**config.mk**
```make
export PLATFORM = sky130hd
export DESIGN_NAME = indexed_list_store
export DESIGN_NICKNAME = d
export VERILOG_FILES = /design/src/hw/rtl/ils_pkg.sv /design/src/hw/rtl/indexed_list_store.sv /design/src/hw/rtl/ils_cell.sv
export SDC_FILE = /design/constraint.sdc
export NUM_CORES = 1
export LEC_CHECK = 0
export BUFFER_PORTS_ARGS = -buffer_cell sky130_fd_sc_hd__buf_2
export CAP_MARGIN = 20
export CORE_MARGIN = 2
export CORE_UTILIZATION = 51
export DETAILED_ROUTE_END_ITERATION = 8
export GPL_TIMING_DRIVEN = 0
export PLACE_DENSITY = 0.68
export SETUP_SLACK_MARGIN = 0.1
export SYNTH_ARGS = -nofsm -noshare
export SYNTH_HDL_FRONTEND = slang
export SYNTH_SLANG_ARGS = --single-unit
```
**constraint.sdc**
```tcl
create_clock -name clk_i -period 5.6 [get_ports clk_i]
set_input_delay 0.56 -clock clk_i [delete_from_list [all_inputs] [get_ports clk_i]]
set_output_delay 0.56 -clock clk_i [all_outputs]
set_load 0.01 [all_outputs]
```
**src/hw/rtl/ils_pkg.sv**
```systemverilog
`default_nettype none

package ils_pkg;

  localparam int unsigned Capacity = 16;
  localparam int unsigned CountW   = $clog2(Capacity + 1);
  localparam int unsigned IdxW     = $clog2(Capacity);
  localparam int unsigned ValueW   = 32;
  localparam int unsigned PosW     = 8;
  localparam int unsigned EntryW   = 9;

  typedef enum logic [1:0] {
    OP_APPEND = 2'd0,
    OP_READ   = 2'd1,
    OP_REMOVE = 2'd2,
    OP_CLEAR  = 2'd3
  } opcode_e;

  typedef enum logic [1:0] {
    ST_OK     = 2'd0,
    ST_ABSENT = 2'd1,
    ST_FULL   = 2'd2
  } status_e;

  typedef struct packed {
    opcode_e                    opcode;
    logic signed [ValueW-1:0]   item_value;
    logic        [PosW-1:0]     position;
  } in_t;

  typedef struct packed {
    logic signed [ValueW-1:0]   result_value;
    status_e                    status;
    logic        [EntryW-1:0]   entry_count;
  } out_t;

  typedef struct packed {
    logic load;
    logic shift;
  } cell_ctrl_t;

endpackage

`default_nettype wire

```
**src/hw/rtl/indexed_list_store.sv**
```systemverilog
`default_nettype none

// channel  | direction | handshake            | payload
// ---------+-----------+----------------------+---------------------
// in       | input     | in_valid_i/in_ready_o | in_data_i  (in_t)
// out      | output    | out_valid_o/out_ready_i | out_data_o (out_t)
//
// one item per cycle unless the output stalls; the result appears in the
// output register in the cycle after the item is taken. every entry sits
// in its own cell, so a remove moves all later entries forward together.
// reset clears the count and the output valid; entry contents stay unset.
// a stalled output blocks input only while its register is still full.

module indexed_list_store (
  input  wire                 clk_i,
  input  wire                 rst_ni,
  input  wire                 in_valid_i,
  output logic                in_ready_o,
  input  wire ils_pkg::in_t   in_data_i,
  output logic                out_valid_o,
  input  wire                 out_ready_i,
  output ils_pkg::out_t       out_data_o
);

  logic [ils_pkg::CountW-1:0] count_q, count_d;
  logic                       out_valid_q, out_valid_d;
  ils_pkg::out_t              out_data_q, out_data_d;

  logic                       accept;
  logic                       full;
  logic                       pos_ok;
  logic [ils_pkg::EntryW-1:0] count_ext;
  logic [ils_pkg::EntryW-1:0] pos_ext;
  logic signed [ils_pkg::ValueW-1:0] sel_entry;

  ils_pkg::cell_ctrl_t         ctrl [ils_pkg::Capacity];
  logic signed [ils_pkg::ValueW-1:0] entry [ils_pkg::Capacity];
  logic signed [ils_pkg::ValueW-1:0] next_entry [ils_pkg::Capacity];

  assign in_ready_o = !out_valid_q || out_ready_i;
  assign accept     = in_valid_i && in_ready_o;

  assign count_ext = ils_pkg::EntryW'(count_q);
  assign pos_ext   = ils_pkg::EntryW'(in_data_i.position);
  assign full      = (count_ext == ils_pkg::EntryW'(ils_pkg::Capacity));
  assign pos_ok    = (pos_ext < count_ext);
  assign sel_entry = entry[in_data_i.position[ils_pkg::IdxW-1:0]];

  for (genvar i = 0; i < ils_pkg::Capacity; i++) begin : g_cell
    assign ctrl[i].load = accept && (in_data_i.opcode == ils_pkg::OP_APPEND)
                          && (count_ext == ils_pkg::EntryW'(i));
    assign ctrl[i].shift = accept && (in_data_i.opcode == ils_pkg::OP_REMOVE)
                           && pos_ok && (ils_pkg::EntryW'(i) >= pos_ext)
                           && (ils_pkg::EntryW'(i + 1) < count_ext);

    if (i + 1 < ils_pkg::Capacity) begin : g_link
      assign next_entry[i] = entry[i + 1];
    end else begin : g_tail
      assign next_entry[i] = '0;
    end

    ils_cell u_cell (
      .clk_i        (clk_i),
      .ctrl_i       (ctrl[i]),
      .load_value_i (in_data_i.item_value),
      .next_entry_i (next_entry[i]),
      .entry_o      (entry[i])
    );
  end

  always_comb begin
    count_d     = count_q;
    out_data_d  = out_data_q;
    out_valid_d = out_valid_q && !out_ready_i;
    if (accept) begin
      out_valid_d             = 1'b1;
      out_data_d.result_value = '0;
      out_data_d.status       = ils_pkg::ST_OK;
      case (in_data_i.opcode)
        ils_pkg::OP_APPEND: begin
          if (full) begin
            out_data_d.status = ils_pkg::ST_FULL;
          end else begin
            count_d = count_q + 1'b1;
          end
        end
        ils_pkg::OP_READ: begin
          if (pos_ok) begin
            out_data_d.result_value = sel_entry;
          end else begin
            out_data_d.status = ils_pkg::ST_ABSENT;
          end
        end
        ils_pkg::OP_REMOVE: begin
          if (pos_ok) begin
            out_data_d.result_value = sel_entry;
            count_d = count_q - 1'b1;
          end else begin
            out_data_d.status = ils_pkg::ST_ABSENT;
          end
        end
        default: begin
          count_d = '0;
        end
      endcase
      out_data_d.entry_count = ils_pkg::EntryW'(count_d);
    end
  end

  always_ff @(posedge clk_i or negedge rst_ni) begin
    if (!rst_ni) begin
      count_q     <= '0;
      out_valid_q <= 1'b0;
    end else begin
      count_q     <= count_d;
      out_valid_q <= out_valid_d;
    end
  end

  always_ff @(posedge clk_i) begin
    out_data_q <= out_data_d;
  end

  assign out_valid_o = out_valid_q;
  assign out_data_o  = out_data_q;

endmodule

`default_nettype wire

```
**src/hw/rtl/ils_cell.sv**
```systemverilog
`default_nettype none

module ils_cell (
  input  wire                                     clk_i,
  input  wire ils_pkg::cell_ctrl_t                ctrl_i,
  input  wire logic signed [ils_pkg::ValueW-1:0]  load_value_i,
  input  wire logic signed [ils_pkg::ValueW-1:0]  next_entry_i,
  output logic signed [ils_pkg::ValueW-1:0]       entry_o
);

  logic signed [ils_pkg::ValueW-1:0] entry_q, entry_d;

  always_comb begin
    entry_d = entry_q;
    if (ctrl_i.load) begin
      entry_d = load_value_i;
    end else if (ctrl_i.shift) begin
      // take the neighbour's entry, closing the gap
      entry_d = next_entry_i;
    end
  end

  always_ff @(posedge clk_i) begin
    entry_q <= entry_d;
  end

  assign entry_o = entry_q;

endmodule

`default_nettype wire

```
==> results.md, run 1 <==
- Cell Area, Placed: slightly below 30,000 µm²
- Status: finished, final reports clean
- Hold_ws: between 0.2 and 0.25 ns
- Multi-input logic area: 10,400 µm²
- Gr ovfl total: 0
- Crit path kind: reg2reg
- Avg WL per Cell: about 31 µm
- RSZ-0062 raised after global routing: no
- Pint: 6.99 mW
- CTS Buffer Depth: 3
- GP Congestion: about 0.9
- Final instance area: ~32,000 µm²
- Routed Antenna Nets: 0
- Worst Setup Start Kind: register
- Most common cell after layout, fill and taps aside: edfxtp_1
- CP required: ~5.9 ns
- Met2 WL: around 38,000 µm
- Core area: around 54,000 µm²
- Ports: 91
- Fraction of layout cells with a size suffix above 1: between 40% and 50%
- Worst-path clk slew: 0.06 ns
- Num rows: 85
- Max VDD drop: around 0.24 mV
- CTS tree: built
- Filler cells: around 4,000
- Port bufs: 85
- Pwr Density: about 290 nW/µm²
- Initial Util: between 50% and 60%
- Sw frac: 22.3%
- Fin cells: 2,575
- Floorplan die height: between 200 and 250 µm
- DR iter-0 viols: about 1,900
- Worst-path fanout max: 17
- Die extent in x: 237 µm
- Ys async rst share: approximately 1.1%
- Worst Setup End Kind: register
- Worst endpoint data arrival time: approximately 5.2 ns
- Worst Tran Pin Value: roughly 1.1 ns
- CTS Buf Count: 59
- Tot GR Track Use: 28.5%
- Root buffer cell: clkbuf_16
- Clock skew: around 0.014 ns
- # Max-Cap Violations: 0
- Max Used Layer: met5
- CTS Sinks: between 500 and 600
- Via Count: around 17,000
- Synth Instances: ~1,700
- Final Max Tran Viols: 0
- Hold violation count in the final report: 0
- Slew Limit Headroom: between 20% and 30%
- P&R area growth vs syn: 14.0%
- H-tree Lvls: 2
- TritonRoute pass-1 iters: 6
- First-pass GRT wire length: ~120,000 µm
- # DRC: 0
- Hold Path Class: in2reg
- Final WL: around 79,000 µm
- Reg area: ~17,000 µm²
- Combinational power share: 6.1%
- Clk_lat worst skew: about 0.63 ns
- Psw: between 2 and 2.5 mW
- Via density: 6.53
- Largest net degree at the start of global routing: 25
- Dpl cells: 2,467
- Synth cell types: 60
- Initial antenna violation count: 4
- Seq cells post-synth: ~560
- WL met1: 31,700 µm
- Final core occ: approximately 59%
- Tmin final: a little under 5 ns
- Routed wl met3: around 6800 µm
- Synthesized area: 27,700 µm²
- Sequential share of power: 50.9%
- Most used DFF post-synth: edfxtp_1
- Mean area per synthesized cell: roughly 17 µm²
- Setup tns final: 0 ns
- Final setup violation count: 0
- Hpwl dp: around 54,000 µm
- Yosys warnings: 0
- ANT cells: 0
- Leak pwr: about 10 nW
- EDFF count, synth: between 500 and 600
- Clk network pwr share: ~43%
- # nets final: around 1,900
- Die ar.: about 56,000 µm²
- Fmax achieved: 207 MHz
- Final period utilization: approximately 86%
- Register area share after synthesis: between 60% and 70%
- Most frequent cells in the layout: 551 x edfxtp_1, 497 x mux2_2, 120 x buf_2, 96 x mux4_2, 88 x clkbuf_1
- Vias in the first global route: ~17,000
-- logic make-up after synthesis --
family / after synthesis / share of synthesized area, %
buffers and inverters: 164 / 2.91
muxes: 611 / 28.8
xor gates and xnor gates: 1 / 0.0317
adders and majority gates: 13 / 0.588
DFF: 557 / 60.4
AOI/OAI and AO/OA: 158 / 4.31
other: 1 / 0.0136
and+or+nand+nor: 156 / 3.00
-- critical path: stages (launching register included) --
cell      delay [ns]
dfrtp_1         0.41
clkbuf_1        0.42
inv_1           0.32
ha_1            0.27
or4_4           0.56
a211oi_2        0.37
nand3_1         0.60
buf_2           0.53
o22ai_4         0.75
buf_12          0.27
-- what timing repair did --
action                     in CTS  in global routing
setup endpoints to repair       0                  0
hold endpoints to repair        6                  0
buffers inserted                0                  0
gates resized for setup         0                  0
hold buffers                    1                  0
-- state kept, by name, summed over array words and instances, names as in the netlist --
name and cells:
count_q 5, g_cell.u_cell.entry_o 512, out_data_o 39, out_valid_o 1
-- routing by layer --
layer  track usage [%]  vias up
met3              5.67      194
met4              10.3        6
li1                  -     7050
met2              46.1      823
met5                 0        -
met1              38.4     8735
-- final timing paths --
| kind | from | endpoint | slack (ns) | cells past startpoint |
|---|---|---|---|---|
| min | in_valid_i | out_valid_o | 0.21 | 3 |
| min reg2reg | g_cell[2].u_cell.entry_o[30] | g_cell[1].u_cell.entry_o[30] | 0.55 | 1 |
| max in group asynchronous | rst_ni | count_q[4] | 5.14 | 2 |
| max reg2reg | count_q[4] | g_cell[10].u_cell.entry_o[18] | 0.76 | 9 |
| max | count_q[4] | g_cell[10].u_cell.entry_o[18] | 0.76 | 9 |
| min in group asynchronous | rst_ni | count_q[1] | 0.30 | 2 |
-- cell type report --
| class | instances | share of cell area [%] |
|---|---|---|
| Buffer | 147 | 2.35 |
| Clock buffer | 77 | 4.96 |
| Clock inverter | 30 | 0.948 |
| Inverter | 17 | 0.202 |
| Multi-Input combinational cell | 943 | 32.9 |
| Sequential cell | 557 | 52.9 |
| Tap cell | 696 | 2.76 |
| Timing Repair Buffer | 108 | 2.89 |
-- stage by stage --
step                power [mW]  worst slack, ns
detailed placement        5.21            0.865
finish                    9.00            0.764
global placement          5.18            -3.05
global route              9.24            0.696
floorplan                 4.99            0.595
CTS                       9.04            0.840
-- synthesized netlist by cell type, types with 2 or more instances --
cell type | instances | area, µm²
edfxtp_1 | 551 | 16500
mux2_2 | 497 | 5600
mux4_2 | 96 | 2160
clkbuf_1 | 71 | 267
nand2_1 | 49 | 184
buf_4 | 37 | 278
and2_1 | 35 | 219
buf_2 | 35 | 175
a31oi_1 | 33 | 206
a22oi_1 | 32 | 240
a222oi_1 | 31 | 310
nor2_1 | 22 | 82.6
mux2_1 | 16 | 180
inv_1 | 15 | 56.3
o22ai_1 | 15 | 93.8
ha_1 | 13 | 163
o21ai_0 | 10 | 50.1
a21oi_1 | 8 | 40.0
nand3_1 | 8 | 40.0
dfrtp_1 | 6 | 150
nor2_2 | 5 | 31.3
nor3_1 | 5 | 25.0
nor2b_1 | 4 | 25.0
o211ai_1 | 4 | 30.0
buf_1 | 3 | 11.3
nand2b_1 | 3 | 18.8
nand4_1 | 3 | 18.8
nor3_2 | 3 | 30.0
nor3b_1 | 3 | 22.5
nor4_1 | 3 | 18.8
o21bai_1 | 3 | 22.5
o32ai_1 | 3 | 26.3
or3_1 | 3 | 18.8
a211o_1 | 2 | 17.5
a221o_1 | 2 | 20.0
a221oi_1 | 2 | 17.5
and3_1 | 2 | 12.5
mux2i_1 | 2 | 20.0
nor3_4 | 2 | 32.5
o311ai_0 | 2 | 17.5
o31ai_1 | 2 | 15.0
or4_1 | 2 | 15.0
-- power by group through the flow --
stage | combinational (mW) | sequential [mW] | clock, mW
after floorplan | 0.317 | 4.67 | 0
after global placement | 0.517 | 4.67 | 0
after detailed placement | 0.541 | 4.66 | 0
after CTS | 0.545 | 4.58 | 3.92
after global routing | 0.585 | 4.58 | 4.07
final | 0.550 | 4.58 | 3.87
(Power assumes the default switching activity.)
==> inputs of run 2 (changes only) <==
--- a/config.mk
+++ b/config.mk
@@ -8,10 +8,9 @@
 export BUFFER_PORTS_ARGS = -buffer_cell sky130_fd_sc_hd__buf_2
 export CAP_MARGIN = 20
 export CORE_MARGIN = 2
-export CORE_UTILIZATION = 51
+export CORE_UTILIZATION = 45
 export DETAILED_ROUTE_END_ITERATION = 8
 export GPL_TIMING_DRIVEN = 0
-export PLACE_DENSITY = 0.68
 export SETUP_SLACK_MARGIN = 0.1
 export SYNTH_ARGS = -nofsm -noshare
 export SYNTH_HDL_FRONTEND = slang
==> run 2 against run 1 <==
  * Sequential cell count is the same
  * Sequential power is essentially flat
  * Hold slack gained 0.0028 ns
  * Utilization shrank 6.5 points
  * Power shrank 0.27%
  * Global-route usage shrank 2.8 points
==> results.md, run 2 (synthesis gave the netlist of run 1 again) <==
- Status: finished, final reports clean
- Cell Area, Placed: 29,800 µm² (+0.38%)
- Final core occ: 52.3% (-6.5 points)
- Largest net degree at the start of global routing: 29 (+16%)
- Initial antenna violation count: 4 (unchanged)
- Worst Tran Pin Value: 1.17 ns (+0.0352 ns)
- # DRC: 0 (unchanged)
- Die extent in x: 252 µm (+6.3%)
- CTS Buffer Depth: 3 (unchanged)
- H-tree Lvls: 2 (unchanged)
- Filler cells: 5,006 (+22%)
- Crit path kind: reg2reg
- Routed Antenna Nets: 0 (unchanged)
- Clk_lat worst skew: 0.63 ns (about the same)
- Floorplan die height: 252 µm (+6.3%)
- Final setup violation count: 0 (unchanged)
- Via density: 6.24 (-4.5%)
- DR iter-0 viols: 2,019 (+5.8%)
- Clock skew: 0.0218 ns (+0.00782 ns)
- Initial Util: 45.6% (-5.8 points)
- Final WL: 81,500 µm (+3.0%)
- Setup bufs post-CTS: 0 (unchanged)
- Fraction of layout cells with a size suffix above 1: 46.9% (-0.075 points)
- Pwr Density: 284 nW/µm² (-0.65%)
- CTS Buf Count: 60 (+1.7%)
- CTS resizes: 0 (unchanged)
- Avg WL per Cell: 30.6 µm (-0.54%)
- Dpl cells: 2,553 (+3.5%)
- Worst endpoint data arrival time: 5.14 ns (-0.02 ns)
- Final instance area: 31,700 µm² (+0.38%)
- Worst Setup End Kind: register
- P&R area growth vs syn: 14.5%
- Fmax achieved: 207 MHz (+0.28%)
- Worst Setup Start Kind: register
- Critical Path Source: count_q[4]
- # nets final: 1,893 (+0.053%)
- Worst-path fanout max: 17 (unchanged)
- # Max-Cap Violations: 0 (unchanged)
- Hold buffer count at CTS: 1 (unchanged)
- Via Count: 16,600 (-1.1%)
- Tmin final: 4.82 ns (-0.0134 ns)
- Total power: 8.98 mW (-0.27%)
- Fin cells: 2,666 (+3.5%)
- RSZ-0062 raised after global routing: no
- Port bufs: 85 (unchanged)
- Num rows: 90 (+5.9%)
- Largest register FFs: 512 (unchanged)
- FF-to-FF setup slack: 0.78 ns (about the same)
- CTS Sinks: 557 (unchanged)
- Final Max Tran Viols: 0 (unchanged)
- Hold Path Class: in2reg
- Dpl ws: 0.954 ns (+0.0889 ns)
- First-pass GRT wire length: 117,000 µm (+1.1%)
- TritonRoute pass-1 iters: 7 (+1)
- Critical Path End: g_cell[9].u_cell.entry_o[14]
- Multi-input logic area: 10,400 µm² (unchanged)
- Setup tns final: 0 ns (unchanged)
- Ports: 91 (unchanged)
- Core area: 60,600 µm² (+13%)
- Vias in the first global route: 16,600 (-3.5%)
- Final period utilization: 86.1% (-0.24 points)
- Leak pwr: 10.2 nW (about the same)
- Reg2reg start: count_q[4]
- R2R Path End: g_cell[9].u_cell.entry_o[14]
- GP Congestion: 0.900 (+1.9%)
- Tot GR Track Use: 25.7% (-2.8 points)
- Reg area: 16,700 µm² (unchanged)
- Root buffer cell: clkbuf_16
- Most frequent cells in the layout: 551 x edfxtp_1, 497 x mux2_2, 120 x buf_2, 96 x mux4_2, 85 x clkbuf_1
- Worst hold path depth: 3 (unchanged)
- Most common cell after layout, fill and taps aside: edfxtp_1
- Max VDD drop: 0.231 mV (-2.5%)
- Hpwl dp: 55,400 µm (+2.4%)
- Slew Limit Headroom: 22.3% (-2.3 points)
- CP required: 5.92 ns (about the same)
- Worst Reg2Reg Path Length in Cells: 9 (unchanged)
- Hold_ws: 0.212 ns (+0.00282 ns)
- Setup WS post-layout: 0.777 ns (+0.0134 ns)
- Gr ovfl total: 0 (unchanged)
- Hold violation count in the final report: 0 (unchanged)
- Die ar.: 63,500 µm² (+13%)
- CTS tree: built
- Worst-path clk slew: 0.06 ns (about the same)
[run 2: cell types whose count changed in the layout (fill, tap and decap cells not counted), sizes merged]
cell,change
bufinv,-2
clkbuf,-1
clkinv,+8
clkinvlp,-1
diode,+2
inv,-1
[run 2: routing by layer]
layer	vias up	track usage (%)	wire (µm)
li1	7065	-	-
met1	8679	36.3	34300
met2	736	41.9	39200
met3	140	3.40	5860
met4	4	7.15	2070
met5	-	0	22
[run 2: area by class of cell]
type,count,area share [%]
diodes,2,0.0158
plain buffers,147,2.34
clock buffers,76,5.07
clock inverters,34,0.830
inverters,17,0.202
multi-input cells,943,32.8
flip-flops and latches,557,52.7
well taps,782,3.09
repair buffers,108,2.89
[run 2: worst min-delay path by stage]
| stage | start | to | slack (ns) |
|---|---|---|---|
| 6_report | in_valid_i | out_valid_o | 0.21 |
| 3_3_place_gp | rst_ni | out_valid_o | 0.40 |
| 2_1_floorplan | rst_ni | count_q[0] | 0.26 |
| 5_1_grt | in_valid_i | out_valid_o | 0.24 |
| 4_1_cts | in_valid_i | out_valid_o | 0.18 |
| 3_5_place_dp | rst_ni | out_valid_o | 0.40 |
[run 2: critical path, stage by stage, from the launching register on]
cell and delay (ns):
dfrtp_1 0.41, clkbuf_1 0.45, inv_1 0.35, ha_1 0.28
or4_4 0.56, a211oi_2 0.34, nand3_1 0.57, buf_2 0.51
o22ai_4 0.76, buf_12 0.27
[run 2: power breakdown]
| group | internal, mW | switching, mW |
|---|---|---|
| Combinational | 0.196 | 0.356 |
| Clock | 2.19 | 1.65 |
| Sequential | 4.56 | 0.0139 |
| Total | 6.95 | 2.02 |
